File: src/hdl/icp_pkg.sv
// Shared constants, codes and controller/datapath handshake types for the Intcode processor.
package icp_pkg;

  localparam int MEM_WORDS_DEF = 4096;

  localparam int S_DATA_W = 144;
  localparam int M_DATA_W = 72;

  localparam logic [6:0] OP_ADD  = 7'd1;
  localparam logic [6:0] OP_MUL  = 7'd2;
  localparam logic [6:0] OP_IN   = 7'd3;
  localparam logic [6:0] OP_OUT  = 7'd4;
  localparam logic [6:0] OP_JT   = 7'd5;
  localparam logic [6:0] OP_JF   = 7'd6;
  localparam logic [6:0] OP_LT   = 7'd7;
  localparam logic [6:0] OP_EQ   = 7'd8;
  localparam logic [6:0] OP_ARB  = 7'd9;
  localparam logic [6:0] OP_HALT = 7'd99;

  localparam logic [3:0] DIGIT_RADIX = 4'd10;
  localparam int         NUM_DIGITS  = 5;

  localparam logic [1:0] ST_RUN   = 2'd0;
  localparam logic [1:0] ST_WAIT  = 2'd1;
  localparam logic [1:0] ST_HALT  = 2'd2;
  localparam logic [1:0] ST_FAULT = 2'd3;

  localparam logic [2:0] A_CLR  = 3'd0;
  localparam logic [2:0] A_LOAD = 3'd1;
  localparam logic [2:0] A_PC   = 3'd2;
  localparam logic [2:0] A_SLOT = 3'd3;
  localparam logic [2:0] A_EFF  = 3'd4;
  localparam logic [2:0] A_C    = 3'd5;

  localparam logic [1:0] D_ZERO = 2'd0;
  localparam logic [1:0] D_LOAD = 2'd1;
  localparam logic [1:0] D_IN   = 2'd2;
  localparam logic [1:0] D_RES  = 2'd3;

  typedef struct packed {
    logic       accept;
    logic       clr_inc;
    logic       mem_we;
    logic [2:0] asel;
    logic [1:0] dsel;
    logic       op_ld;
    logic       div_step;
    logic [1:0] opnd;
    logic       eff_slot;
    logic       eff_word;
    logic       c_ld;
    logic       a_ld;
    logic       b_ld;
    logic       alu_ld;
    logic       mul_step;
    logic [1:0] mul_sel;
    logic       base_add;
    logic       out_set;
    logic       take_set;
    logic       npc_ld;
    logic       pc_upd;
    logic       stop_we;
    logic [1:0] stop_val;
    logic       res_ld;
  } cmd_t;

  typedef struct packed {
    logic       mode;
    logic       in_valid;
    logic [1:0] stopped;
    logic       op_neg;
    logic       div_done;
    logic [6:0] instr;
    logic       slot_ok;
    logic       imm;
    logic       eff_ok;
    logic       npc_ok;
    logic       ld_ok;
    logic       out_free;
    logic       clr_last;
  } sts_t;

endpackage

File: src/hdl/icp_ctrl.sv
// Controller state machine that sequences fetch, decode, operand access and execution.
module icp_ctrl (
  input  logic          clk,
  input  logic          rst,
  input  logic          s_tvalid,
  output logic          s_tready,
  input  icp_pkg::sts_t sts,
  output icp_pkg::cmd_t cmd
);

  localparam logic [4:0] S_CLR   = 5'd0;
  localparam logic [4:0] S_IDLE  = 5'd1;
  localparam logic [4:0] S_DISP  = 5'd2;
  localparam logic [4:0] S_LOAD  = 5'd3;
  localparam logic [4:0] S_FETCH = 5'd4;
  localparam logic [4:0] S_OPLD  = 5'd5;
  localparam logic [4:0] S_DIV   = 5'd6;
  localparam logic [4:0] S_DEC   = 5'd7;
  localparam logic [4:0] S_SLOT  = 5'd8;
  localparam logic [4:0] S_SLOTW = 5'd9;
  localparam logic [4:0] S_CHK   = 5'd10;
  localparam logic [4:0] S_VALW  = 5'd11;
  localparam logic [4:0] S_EXEC  = 5'd12;
  localparam logic [4:0] S_MUL   = 5'd13;
  localparam logic [4:0] S_WR    = 5'd14;
  localparam logic [4:0] S_NPC   = 5'd15;
  localparam logic [4:0] S_FIN   = 5'd16;
  localparam logic [4:0] S_DONE  = 5'd17;

  logic [4:0] state, state_next;
  logic [1:0] k, k_next;
  logic [1:0] mulcnt, mulcnt_next;

  logic is_arith, is_jump, is_one, wr_opnd, last_read;

  always_comb begin
    is_arith = (sts.instr == icp_pkg::OP_ADD) || (sts.instr == icp_pkg::OP_MUL) ||
               (sts.instr == icp_pkg::OP_LT) || (sts.instr == icp_pkg::OP_EQ);
    is_jump  = (sts.instr == icp_pkg::OP_JT) || (sts.instr == icp_pkg::OP_JF);
    is_one   = (sts.instr == icp_pkg::OP_OUT) || (sts.instr == icp_pkg::OP_ARB);
    wr_opnd  = (is_arith && k == 2'd3) || (sts.instr == icp_pkg::OP_IN && k == 2'd1);
    last_read = (is_jump && k == 2'd2) || (is_one && k == 2'd1);
  end

  always_ff @(posedge clk) begin
    if (rst) begin
      state  <= S_CLR;
      k      <= 2'd1;
      mulcnt <= 2'd0;
    end else begin
      state  <= state_next;
      k      <= k_next;
      mulcnt <= mulcnt_next;
    end
  end

  assign s_tready = (state == S_IDLE);

  always_comb begin
    state_next  = state;
    k_next      = k;
    mulcnt_next = mulcnt;
    cmd         = '0;
    cmd.opnd    = k;
    cmd.mul_sel = mulcnt;
    cmd.asel    = icp_pkg::A_PC;
    cmd.dsel    = icp_pkg::D_RES;
    case (state)
      S_CLR: begin
        cmd.mem_we  = 1'b1;
        cmd.asel    = icp_pkg::A_CLR;
        cmd.dsel    = icp_pkg::D_ZERO;
        cmd.clr_inc = 1'b1;
        if (sts.clr_last) begin
          state_next = S_IDLE;
        end
      end
      S_IDLE: begin
        if (s_tvalid) begin
          cmd.accept = 1'b1;
          state_next = S_DISP;
        end
      end
      S_DISP: begin
        if (!sts.mode) begin
          state_next = S_LOAD;
        end else if (sts.stopped == icp_pkg::ST_HALT || sts.stopped == icp_pkg::ST_FAULT) begin
          state_next = S_DONE;
        end else begin
          state_next = S_FETCH;
        end
      end
      S_LOAD: begin
        cmd.asel   = icp_pkg::A_LOAD;
        cmd.dsel   = icp_pkg::D_LOAD;
        cmd.mem_we = sts.ld_ok;
        state_next = S_DONE;
      end
      S_FETCH: begin
        state_next = S_OPLD;
      end
      S_OPLD: begin
        cmd.op_ld  = 1'b1;
        state_next = S_DIV;
      end
      S_DIV: begin
        if (sts.op_neg) begin
          cmd.stop_we  = 1'b1;
          cmd.stop_val = icp_pkg::ST_FAULT;
          state_next   = S_DONE;
        end else if (sts.div_done) begin
          state_next = S_DEC;
        end else begin
          cmd.div_step = 1'b1;
        end
      end
      S_DEC: begin
        k_next = 2'd1;
        if (sts.instr == icp_pkg::OP_HALT) begin
          cmd.stop_we  = 1'b1;
          cmd.stop_val = icp_pkg::ST_HALT;
          state_next   = S_DONE;
        end else if (sts.instr == icp_pkg::OP_IN && !sts.in_valid) begin
          cmd.stop_we  = 1'b1;
          cmd.stop_val = icp_pkg::ST_WAIT;
          state_next   = S_DONE;
        end else if (is_arith || is_jump || is_one || sts.instr == icp_pkg::OP_IN) begin
          state_next = S_SLOT;
        end else begin
          cmd.stop_we  = 1'b1;
          cmd.stop_val = icp_pkg::ST_FAULT;
          state_next   = S_DONE;
        end
      end
      S_SLOT: begin
        cmd.asel = icp_pkg::A_SLOT;
        if (!sts.slot_ok) begin
          cmd.stop_we  = 1'b1;
          cmd.stop_val = icp_pkg::ST_FAULT;
          state_next   = S_DONE;
        end else if (sts.imm) begin
          cmd.eff_slot = 1'b1;
          state_next   = S_CHK;
        end else begin
          state_next = S_SLOTW;
        end
      end
      S_SLOTW: begin
        cmd.eff_word = 1'b1;
        state_next   = S_CHK;
      end
      S_CHK: begin
        cmd.asel = icp_pkg::A_EFF;
        if (!sts.eff_ok) begin
          cmd.stop_we  = 1'b1;
          cmd.stop_val = icp_pkg::ST_FAULT;
          state_next   = S_DONE;
        end else if (wr_opnd) begin
          cmd.c_ld   = 1'b1;
          state_next = S_EXEC;
        end else begin
          state_next = S_VALW;
        end
      end
      S_VALW: begin
        cmd.a_ld = (k == 2'd1);
        cmd.b_ld = (k != 2'd1);
        if (last_read) begin
          state_next = S_EXEC;
        end else begin
          k_next     = k + 2'd1;
          state_next = S_SLOT;
        end
      end
      S_EXEC: begin
        mulcnt_next = 2'd0;
        if (sts.instr == icp_pkg::OP_MUL) begin
          state_next = S_MUL;
        end else if (is_arith || sts.instr == icp_pkg::OP_IN) begin
          cmd.alu_ld = is_arith;
          state_next = S_WR;
        end else begin
          cmd.out_set  = (sts.instr == icp_pkg::OP_OUT);
          cmd.base_add = (sts.instr == icp_pkg::OP_ARB);
          state_next   = S_NPC;
        end
      end
      S_MUL: begin
        cmd.mul_step = 1'b1;
        mulcnt_next  = mulcnt + 2'd1;
        if (mulcnt == 2'd3) begin
          state_next = S_WR;
        end
      end
      S_WR: begin
        cmd.mem_we = 1'b1;
        cmd.asel   = icp_pkg::A_C;
        if (sts.instr == icp_pkg::OP_IN) begin
          cmd.dsel     = icp_pkg::D_IN;
          cmd.take_set = 1'b1;
        end
        state_next = S_NPC;
      end
      S_NPC: begin
        cmd.npc_ld = 1'b1;
        state_next = S_FIN;
      end
      S_FIN: begin
        cmd.stop_we = 1'b1;
        if (sts.npc_ok) begin
          cmd.pc_upd   = 1'b1;
          cmd.stop_val = icp_pkg::ST_RUN;
        end else begin
          cmd.stop_val = icp_pkg::ST_FAULT;
        end
        state_next = S_DONE;
      end
      S_DONE: begin
        if (sts.out_free) begin
          cmd.res_ld = 1'b1;
          state_next = S_IDLE;
        end
      end
      default: begin
        state_next = S_IDLE;
      end
    endcase
  end

endmodule

File: config.mk
export PLATFORM = sky130hd
export DESIGN_NAME = icp_ctrl
export DESIGN_NICKNAME = d
export VERILOG_FILES = /design/src/hdl/icp_pkg.sv /design/src/hdl/icp_ctrl.sv
export SDC_FILE = /design/constraint.sdc
export NUM_CORES = 1
export LEC_CHECK = 0
export BUFFER_PORTS_ARGS = -buffer_cell sky130_fd_sc_hd__buf_2
export CORE_MARGIN = 4
export CORE_UTILIZATION = 49
export CTS_CLUSTER_SIZE = 40
export DETAILED_ROUTE_END_ITERATION = 6
export PLACE_DENSITY = 0.81
export SETUP_SLACK_MARGIN = 0.4
export SLEW_MARGIN = 5
export SYNTH_ARGS = -nofsm -noshare
export SYNTH_HDL_FRONTEND = slang
export SYNTH_SLANG_ARGS = --single-unit
File: constraint.sdc
create_clock -name clk -period 2.35 [get_ports clk]
set_input_delay 0.47 -clock clk [delete_from_list [all_inputs] [get_ports clk]]
set_output_delay 0.47 -clock clk [all_outputs]
set_load 0.02 [all_outputs]
==> impl_metrics.py, run 1 <==
metrics = {
    "yosys": {
        "synth_edf_count": 0,
        "yosys-top-cells-count": "18 x nor2_1, 13 x nand2_1, 10 x a21oi_1, 10 x nor2b_1, 10 x nor3_1",
        "ys_async_sr_fraction": 0,
        "synth.most_common_cell": "nor2_1",
        "synth_cells": 195,
        "synth_ff_type": "dfxtp_1",
        "yosysUniqueCellTypes": 55,
        "yosysSeqAreaShare": 0.134,
        "synth-seq-cells": 9,
        "synth_area_mm2": 0.00134,
        "postSynthAreaPerCell_um2": 6.89,
        "yosysTopAreaCellShare": 0.134,
        "synth_fp_nets": 222,
        "yosysTopAreaCell": "dfxtp_1",
        "synth.area.top_cells": "dfxtp_1 13%, nor2_1 5.0%, nor2b_1 4.7%",
        "yosysWarnings": 0,
    },
    "clocking": {
        "cts_buffer_depth": 2,
        "cts_buffers": 3,
        "htree_levels": 1,
        "cts_num_sinks": 9,
        "cts_root_buf": "clkbuf_4",
    },
    "die": {
        "pin_count": 54,
        "die_w_um": 60.4,
        "initial_core_util": 0.528,
        "die_y_um": 60.4,
        "rows": 18,
    },
    "timing": {
        "crit_endpoint": "cmd[15]",
        "endpoint_type": "top-level output",
    },
    "status": {
        "error_line": "[ERROR DPL-0038] Utilization greater than 100%, impossible to legalize",
        "status": "stopped before the end",
        "failed_stage": "global routing (5_1_grt)",
    },
    "placed_design": {
        "routabilityCongestion": 0.933,
        "dp_hpwl_um": 3320,
        "portBuffers": 52,
        "placed_area_mm2": 0.00179,
    },
    "grt": {
        "grt_max_degree": 17,
    },
}
==> stage by stage <==
step | worst slack, ns | cells
2_1_floorplan | 0.370 | 195
3_3_place_gp | 0.0906 | 282
3_5_place_dp | 0.0780 | 282
4_1_cts | 0.174 | 308
==> logic make-up after synthesis <==
logic type | count (synthesis) | synth area share
flip-flops | 9 | 0.134
buffers and inverters | 24 | 0.0801
XOR/XNOR | 1 | 0.00652
adder cells (fa/ha/maj) | 4 | 0.0372
AO/OA/AOI/OAI | 46 | 0.224
AND/OR/NAND/NOR | 108 | 0.494
multiplexers | 3 | 0.0233
==> what timing repair did <==
item,in CTS
setup endpoints to repair,27
endpoints found under the hold margin,0
gates resized for setup,63
hold buffers,0
buffers inserted,21
cloned,1
pin swaps,19
==> inputs of run 2 (changes only) <==
--- a/config.mk
+++ b/config.mk
@@ -6,12 +6,10 @@
 export NUM_CORES = 1
 export LEC_CHECK = 0
 export BUFFER_PORTS_ARGS = -buffer_cell sky130_fd_sc_hd__buf_2
-export CORE_MARGIN = 4
-export CORE_UTILIZATION = 49
-export CTS_CLUSTER_SIZE = 40
+export CORE_AREA = 4 4 65 67
 export DETAILED_ROUTE_END_ITERATION = 6
-export PLACE_DENSITY = 0.81
-export SETUP_SLACK_MARGIN = 0.4
+export DIE_AREA = 0 0 69 71
+export PLACE_DENSITY_LB_ADDON = 0.15
 export SLEW_MARGIN = 5
 export SYNTH_ARGS = -nofsm -noshare
 export SYNTH_HDL_FRONTEND = slang
==> run 2 against run 1 <==
Compared with the run above:
- the flow now finishes without violations
- synthesized cell count is the same
- area after synthesis is the same
==> impl_metrics.py, run 2 <==
metrics = {
    "power_and_ir_drop": {
        "power.density_mw_per_mm2": 336,
        "power.total_w": 0.000603,
        "ir_drop_v": 0.000148,
        "p_leak_nw": 0.827,
    },
    "yosys": {
        "synth_compound_area_frac": 0.224,
        "yosysWarnings": 0,
        "yosysUniqueCellTypes": 55,
        "synth_cells": 195,
        "ys_async_sr_fraction": 0,
        "synth_edf_count": 0,
        "synth-simple-area-share": 0.494,
        "synth.area.top_cells": "dfxtp_1 13%, nor2_1 5.0%, nor2b_1 4.7%",
        "synth.most_common_cell": "nor2_1",
        "synth_fp_nets": 222,
        "yosys-top-cells-count": "18 x nor2_1, 13 x nand2_1, 10 x a21oi_1, 10 x nor2b_1, 10 x nor3_1",
        "synth_top_family_by_area": "simple AND/OR/NAND/NOR gates",
        "yosysTopAreaCellShare": 0.134,
        "postSynthAreaPerCell_um2": 6.89,
        "post_synth_mux_area_share": 0.0233,
        "synth_ff_type": "dfxtp_1",
        "synth-adder-area-share": 0.0372,
        "synthXorXnorAreaFrac": 0.00652,
        "yosysSeqAreaShare": 0.134,
        "yosysTopAreaCell": "dfxtp_1",
        "synth_area_mm2": 0.00134,
        "synth-seq-cells": 9,
    },
    "timing": {
        "finalMaxSlewViolations": 0,
        "hold_viol_final": 0,
        "fmax_mhz": 442,
        "min_period_over_period": 0.963,
        "tightest_slew_ns": 0.510,
        "grt_setup_unrepaired": "false",
        "layout_min_cycle_time_ns": 2.26,
        "fin_setup_tns_ns": 0,
        "skew_ns": 0.000447,
        "worst_slack_ns": 0.0876,
        "finalSetupViolations": 0,
        "relSlewSlack": 0.655,
    },
    "cells_and_area": {
        "drive_gt1_frac": 0.353,
        "top_register": "state",
        "seq_area_um2": 183,
        "nNetsFinal": 283,
        "largest_reg_flops": 5,
        "final_common_cell": "buf_2",
        "nFillCells": 391,
        "diodes": 0,
        "syn2layout_area_growth_pct": 33.8,
        "top_regs": "state (5), k (2), mulcnt (2)",
        "stdcell_area_mm2": 0.00180,
        "postLayoutCoreUtil": 0.495,
        "multi_input_area_mm2": 0.00107,
        "layout_common_cells": "52 x buf_2, 19 x buf_4, 18 x nor2_1",
    },
    "setup_path": {
        "cp-start-kind": "input port",
        "critical_path_class": "input port to output port",
        "r2r_cells": 4,
        "regToRegEndpoint": "k[1]",
        "startpoint": "sts[7]",
        "crit_fanout": 11,
        "endpoint_kind": "output port",
        "regToRegSetupSlack_ns": 0.54,
        "crit_path_end": "cmd[3]",
        "reg2reg_from": "state[0]",
        "worstPathRequired_ns": 1.88,
        "worstPathArrival_ns": 1.79,
    },
    "clocking": {
        "cts_buffer_depth": 2,
        "cts_tree": "done",
        "clock_latency_ns": 0.23,
        "cts_buffers": 3,
        "htree_levels": 1,
        "cts_num_sinks": 9,
        "cts_root_buf": "clkbuf_8",
        "worst_setup_hold_path_clk_slew_ns": 0.04,
    },
    "die": {
        "core_mm2": 0.00363,
        "die_area_mm2": 0.00490,
        "rows": 22,
        "pin_count": 54,
        "die_y_um": 71,
        "initial_core_util": 0.370,
        "die_w_um": 69,
    },
    "placed_design": {
        "placed_area_mm2": 0.00174,
        "routabilityCongestion": 0.894,
        "dp_hpwl_um": 3470,
        "pre_cts_ws_ns": 0.0844,
        "portBuffers": 52,
    },
    "worst_hold_path": {
        "hp-class": "flip-flop to flip-flop",
    },
    "job": {
        "drv_cap": 0,
    },
    "detailed_routing": {
        "avgViaCountPerCell": 5.49,
        "drt-wirelength-per-cell_um": 14.0,
        "drc": 0,
        "routed_wl_um": 4240,
        "vias": 1664,
        "dr.pass1.iters": 4,
        "drt_iter0_markers": 82,
        "ant_nets": 0,
    },
    "status": {
        "status": "completed",
    },
    "grt": {
        "antenna_found_initial": 0,
        "globalRouteOverflowTotal": 0,
        "grt_max_degree": 18,
        "grt_util_all_layers": 0.169,
        "grt_pass1_vias": 1521,
        "grt_pass1_wl_um": 7010,
    },
}
run 2: cell counts after synthesis:
No cell type changed its count.
run 2: per-layer routing:
layer	up-vias	global-route usage	wire length (um)
met4	0	0.0672	38
met2	62	0.282	2000
met1	756	0.216	1890
met5	-	0	0
li1	842	-	-
met3	4	0.0298	314
run 2: cell families after synthesis:
kind of cell               count (synthesis)
DFF                                        9
buffers and inverters                     24
xor gates and xnor gates                   1
adders and majority gates                  4
muxes                                      3
and+or+nand+nor                          108
AOI/OAI and AO/OA                         46
run 2: layout make-up:
cell class | count | share of cell area
Inverter | 9 | 0.0188
Tap cell | 48 | 0.0334
Timing Repair Buffer | 71 | 0.224
Clock buffer | 4 | 0.0251
Sequential cell | 9 | 0.102
Multi-Input combinational cell | 162 | 0.597
run 2: report_power, final:
part | internal [W] | switching (W) | total [W]
Combinational | 0.000104 | 0.000156 | 0.000260
Sequential | 0.000158 | 0.0000108 | 0.000169
Clock | 0.000118 | 0.0000569 | 0.000175
run 2: worst min-delay path by stage:
stage	from	endpoint	cells after the start
after floorplan	mulcnt[1]	mulcnt[1]	2
after global placement	mulcnt[1]	mulcnt[1]	2
after detailed placement	mulcnt[1]	mulcnt[1]	2
after CTS	mulcnt[1]	mulcnt[1]	2
after global routing	mulcnt[1]	mulcnt[1]	2
final	mulcnt[1]	mulcnt[1]	2
run 2: worst max-delay path, cell delays in order:
cell	delay (ns)
buf_2	0.17
or4_4	0.55
and4b_4	0.21
o21a_1	0.18
nand2_1	0.06
buf_2	0.15
run 2: metrics by stage:
| step | cells | hold WS [ns] |
|---|---|---|
| 3_3_place_gp | 299 | 0.490 |
| 2_1_floorplan | 195 | 0.565 |
| 4_1_cts | 303 | 0.490 |
| 3_5_place_dp | 299 | 0.484 |
| 5_1_grt | 303 | 0.536 |
| 6_report | 303 | 0.486 |
run 2: timing repair:
| action | in CTS | in global routing |
|---|---|---|
| setup buffers | 0 | 0 |
| setup endpoints to repair | 0 | 7 |
| hold buffers | 0 | 0 |
| gates resized for setup | 0 | 5 |
(Power assumes the default switching activity.)
==> inputs of run 3 (changes only) <==
==> constraint.sdc (replaced) <==
create_clock -name clk -period 2.35 [get_ports clk]
set_input_delay 0.47 -clock clk [delete_from_list [all_inputs] [get_ports clk]]
set_output_delay 0.47 -clock clk [all_outputs]
set_load 0.01 [all_outputs]
==> run 3 against run 2 <==
Compared with the run above:
- clock power decreased by 2%
- final cell count decreased by 1.3%
- critical path depth unchanged
- sequential power increased by 3%
- clock skew increased by 0.0031 ns
- sequential share of layout area increased by 0.24 points
- critical path type unchanged
- largest cell class unchanged
==> impl_metrics.py, run 3 (synthesized netlist as in run 2, its figures left out) <==
metrics = {
    "timing": {
        "finalMaxSlewViolations": 0,
        "hold_viol_final": 0,
        "relSlewSlack": 0.691,
        "fin_setup_tns_ns": 0,
        "min_period_over_period": 0.967,
        "tightest_slew_ns": 0.458,
        "layout_min_cycle_time_ns": 2.27,
        "fmax_mhz": 440,
        "skew_ns": 0.00351,
        "worst_slack_ns": 0.0775,
        "finalSetupViolations": 0,
        "grt_setup_unrepaired": "false",
    },
    "detailed_routing": {
        "vias": 1592,
        "routed_wl_um": 4200,
        "ant_nets": 0,
        "drt-wirelength-per-cell_um": 14.1,
        "drc": 0,
        "avgViaCountPerCell": 5.32,
        "dr.pass1.iters": 4,
        "drt_iter0_markers": 125,
    },
    "clocking": {
        "cts_root_buf": "clkbuf_8",
        "cts_num_sinks": 9,
        "worst_setup_hold_path_clk_slew_ns": 0.04,
        "cts_resized": 0,
        "cts_hold_buf": 0,
        "cts_buffers": 3,
        "clock_latency_ns": 0.22,
        "cts_setup_buffers": 0,
        "htree_levels": 1,
        "cts_tree": "done",
        "cts_buffer_depth": 2,
    },
    "setup_path": {
        "worstPathArrival_ns": 1.80,
        "regToRegSetupSlack_ns": 0.56,
        "critical_path_class": "input port to output port",
        "crit_chain": "buf_2 -> or4bb_1 -> and4b_4 -> o21a_1 -> nand2_1 -> buf_2",
        "r2r_cells": 6,
        "slowest_stage": "or4bb_1",
        "worstPathRequired_ns": 1.88,
        "cpLargestDelayFamily": "simple AND/OR/NAND/NOR gates",
        "cp.buffers_inverters": 2,
        "crit_fanout": 11,
        "cp-start-kind": "input port",
        "regToRegEndpoint": "state[0]",
        "path_common_cell": "buf_2",
        "reg2reg_from": "state[1]",
        "worst_path_largest_cell_delay_ns": 0.50,
        "endpoint_kind": "output port",
    },
    "die": {
        "initial_core_util": 0.370,
        "rows": 22,
        "core_mm2": 0.00363,
        "die_w_um": 69,
        "pin_count": 54,
        "die_area_mm2": 0.00490,
        "die_y_um": 71,
    },
    "placed_design": {
        "routabilityCongestion": 0.807,
        "portBuffers": 52,
        "pre_cts_ws_ns": 0.0966,
        "dp_hpwl_um": 3360,
        "dp.cells": 295,
    },
    "cells_and_area": {
        "drive_gt1_frac": 0.339,
        "finalNonFillerCells": 299,
        "final_common_cell": "buf_2",
        "multi_input_area_mm2": 0.00107,
        "layout_common_cells": "52 x buf_2, 18 x nor2_1, 15 x buf_4",
        "largest_reg_flops": 5,
        "syn2layout_area_growth_pct": 31.6,
        "top_register": "state",
        "nFillCells": 407,
        "nNetsFinal": 279,
        "seq_area_um2": 184,
        "diodes": 0,
        "top_regs": "state (5), k (2), mulcnt (2)",
    },
    "grt": {
        "globalRouteOverflowTotal": 0,
        "grt_util_all_layers": 0.164,
        "grt_pass1_vias": 1450,
        "grt_pass1_wl_um": 6850,
        "antenna_found_initial": 0,
        "grt_max_degree": 15,
    },
    "status": {
        "status": "completed",
    },
    "worst_hold_path": {
        "worstHoldPathCells": 2,
        "hp-start": "mulcnt[1]",
        "hp-class": "flip-flop to flip-flop",
        "whs_endpoint": "mulcnt[1]",
    },
    "power_and_ir_drop": {
        "ir_drop_v": 0.000207,
        "p_leak_nw": 0.811,
        "power.density_mw_per_mm2": 328,
    },
    "job": {
        "drv_cap": 0,
    },
}
[run 3: changes by cell type in the layout (fill, tap and decap cells not counted), sizes merged]
cell | before | now
buf | 71 | 67
[run 3: how the worst max path moves through the flow]
stage / startpoint / to / slack [ns] / cells after the start
after floorplan: sts[7] / cmd[1] / 0.20 / 4
after global placement: sts[7] / cmd[3] / 0.1 / 6
after detailed placement: sts[7] / cmd[3] / 0.1 / 6
after CTS: state[1] / cmd[14] / 0.05 / 4
after global routing: sts[7] / cmd[3] / 0.02 / 6
final: sts[7] / cmd[3] / 0.08 / 6
[run 3: layout make-up]
| type | instances | share of cell area |
|---|---|---|
| Timing Repair Buffer | 67 | 0.211 |
| Multi-Input combinational cell | 162 | 0.607 |
| Clock buffer | 4 | 0.0255 |
| Tap cell | 48 | 0.0340 |
| Inverter | 9 | 0.0191 |
| Sequential cell | 9 | 0.104 |
[run 3: tightest hold or removal path: cells and delay by family (launching register included)]
kind,cells,cell delay (ns)
DFF,1,0.31
AOI/OAI and AO/OA,2,0.13
[run 3: through the flow]
step / util / total power (W) / instance area, um2 / hold WS (ns)
after floorplan: - / 0.000317 / 1340 / 0.510
after detailed placement: 0.469 / 0.000406 / 1700 / 0.493
after CTS: 0.481 / 0.000583 / 1750 / 0.499
after global placement: 0.469 / 0.000409 / 1700 / 0.491
after global routing: 0.487 / 0.000621 / 1770 / 0.534
final: 0.487 / 0.000579 / 1770 / 0.494
[run 3: power by group]
group | total, W | leakage, nW | internal [W] | switching, W
Clock | 0.000171 | 0.0228 | 0.000118 | 0.0000534
Combinational | 0.000235 | 0.714 | 0.000102 | 0.000133
Sequential | 0.000174 | 0.0741 | 0.000159 | 0.0000146
Total | 0.000579 | 0.811 | 0.000378 | 0.000201
[run 3: per-layer routing]
| metal | GRT usage | share of wire | up-vias |
|---|---|---|---|
| met1 | 0.222 | 0.49 | 716 |
| li1 | - | - | 837 |
| met5 | 0 | 0 | - |
| met2 | 0.279 | 0.47 | 37 |
| met3 | 0.0256 | 0.042 | 2 |
| met4 | 0.0260 | 0.0036 | 0 |
==> inputs of run 4 (changes only) <==
--- a/config.mk
+++ b/config.mk
@@ -10,6 +10,7 @@
 export DETAILED_ROUTE_END_ITERATION = 6
 export DIE_AREA = 0 0 69 71
 export PLACE_DENSITY_LB_ADDON = 0.15
+export RECOVER_POWER = 100
 export SLEW_MARGIN = 5
 export SYNTH_ARGS = -nofsm -noshare
 export SYNTH_HDL_FRONTEND = slang
==> run 4 against run 3 <==
Compared with the run above:
- power decreased by 1.3%
- first-iteration DRC count fell by 12%
- clock power about the same
- via count barely moved
- highest routed layer unchanged
==> impl_metrics.py, run 4 (synthesized netlist as in run 2, its figures left out) <==
metrics = {
    "clocking": {
        "htree_levels": 1,
        "cts_num_sinks": 9,
        "cts_buffers": 3,
        "cts_root_buf": "clkbuf_8",
        "clock_latency_ns": 0.22,
        "cts_buffer_depth": 2,
        "cts_tree": "done",
        "worst_setup_hold_path_clk_slew_ns": 0.04,
    },
    "placed_design": {
        "routabilityCongestion": 0.807,
        "dp_hpwl_um": 3360,
        "portBuffers": 52,
        "pre_cts_ws_ns": 0.0966,
        "placed_area_mm2": 0.00170,
    },
    "die": {
        "rows": 22,
        "die_area_mm2": 0.00490,
        "die_w_um": 69,
        "pin_count": 54,
        "die_y_um": 71,
        "core_mm2": 0.00363,
        "initial_core_util": 0.370,
    },
    "grt": {
        "globalRouteOverflowTotal": 0,
        "grt_util_all_layers": 0.164,
        "grt_pass1_wl_um": 6850,
        "grt_max_degree": 15,
        "grt_pass1_vias": 1450,
        "antenna_found_initial": 0,
    },
    "cells_and_area": {
        "largest_reg_flops": 5,
        "final_common_cell": "buf_2",
        "diodes": 0,
        "multi_input_area_mm2": 0.00107,
        "stdcell_area_mm2": 0.00173,
        "seq_area_um2": 184,
        "nFillCells": 427,
        "syn2layout_area_growth_pct": 28.9,
        "top_regs": "state (5), k (2), mulcnt (2)",
        "top_register": "state",
        "drive_gt1_frac": 0.255,
        "nNetsFinal": 279,
        "layout_common_cells": "33 x buf_2, 21 x clkbuf_1, 18 x nor2_1",
    },
    "setup_path": {
        "crit_fanout": 11,
        "cp.buffers_inverters": 2,
        "cp-start-kind": "input port",
        "endpoint_kind": "output port",
        "worst_path_largest_cell_delay_ns": 0.51,
        "cpLargestDelayFamily": "simple AND/OR/NAND/NOR gates",
        "slowest_stage": "or4bb_1",
        "critical_path_class": "input port to output port",
        "crit_chain": "buf_2 -> or4bb_1 -> and4b_4 -> o31ai_1 -> clkbuf_1",
        "worstPathRequired_ns": 1.88,
        "worstPathArrival_ns": 1.81,
    },
    "detailed_routing": {
        "vias": 1593,
        "avgViaCountPerCell": 5.33,
        "drc": 0,
        "wl_met3_um": 240,
        "drt_iter0_markers": 110,
        "routed_wl_um": 4180,
        "ant_nets": 0,
        "drt-wirelength-per-cell_um": 14.0,
        "dr.pass1.iters": 4,
        "met1_length_um": 1970,
        "top_layer": "met4",
        "wl_met2_um": 1950,
    },
    "worst_hold_path": {
        "hp-class": "flip-flop to flip-flop",
    },
    "power_and_ir_drop": {
        "ir_drop_v": 0.000206,
        "p_leak_nw": 0.729,
        "power.density_mw_per_mm2": 330,
        "power.total_w": 0.000572,
    },
    "timing": {
        "finalMaxSlewViolations": 0,
        "tightest_slew_ns": 0.458,
        "grt_setup_unrepaired": "false",
        "min_period_over_period": 0.971,
        "fin_setup_tns_ns": 0,
        "layout_min_cycle_time_ns": 2.28,
        "skew_ns": 0.00360,
        "finalSetupViolations": 0,
        "hold_viol_final": 0,
        "whs_ns": 0.497,
        "relSlewSlack": 0.691,
        "fmax_mhz": 438,
        "worst_slack_ns": 0.0686,
    },
    "job": {
        "drv_cap": 0,
    },
    "status": {
        "status": "completed",
    },
}
run 4: worst min-delay path, stage by stage, from the launching register on:
cell	delay, ns
dfxtp_1	0.31
o21ai_0	0.07
a21oi_1	0.06
run 4: cell type report:
cell class | count | area share
tap | 48 | 0.0347
inverter | 9 | 0.0195
clock buffer | 4 | 0.0260
sequential | 9 | 0.106
multi-input combinational | 162 | 0.616
timing repair buffer | 67 | 0.198
run 4: stage by stage:
stage / utilization / instances
finish: 0.477 / 299
global route: 0.477 / 299
CTS: 0.481 / 299
detailed placement: 0.469 / 295
global placement: 0.469 / 295
floorplan: - / 195
run 4: worst paths after layout:
| check | slack (ns) | depth (start not counted) | to | start |
|---|---|---|---|---|
| worst max register to register | 0.51 | 6 | state[0] | state[1] |
| worst min register to register | 0.50 | 2 | mulcnt[1] | mulcnt[1] |
| worst max-delay path | 0.07 | 5 | cmd[1] | sts[7] |
| worst min-delay path | 0.50 | 2 | mulcnt[1] | mulcnt[1] |
run 4: where the power goes:
group	switching [W]	internal (W)	leakage, nW	total, W
clock network	0.0000535	0.000118	0.0228	0.000171
logic	0.000133	0.0000953	0.633	0.000228
registers	0.0000141	0.000159	0.0741	0.000173
run 4: what timing repair did:
action | in CTS | in global routing
gates resized for setup | 0 | 6
hold buffers | 0 | 0
setup endpoints to repair | 0 | 4
setup buffers | 0 | 0
run 4: per-layer routing:
metal,vias to the layer above,global-route usage
met1,702,0.222
li1,838,-
met3,2,0.0256
met5,-,0
met4,0,0.0260
met2,51,0.279
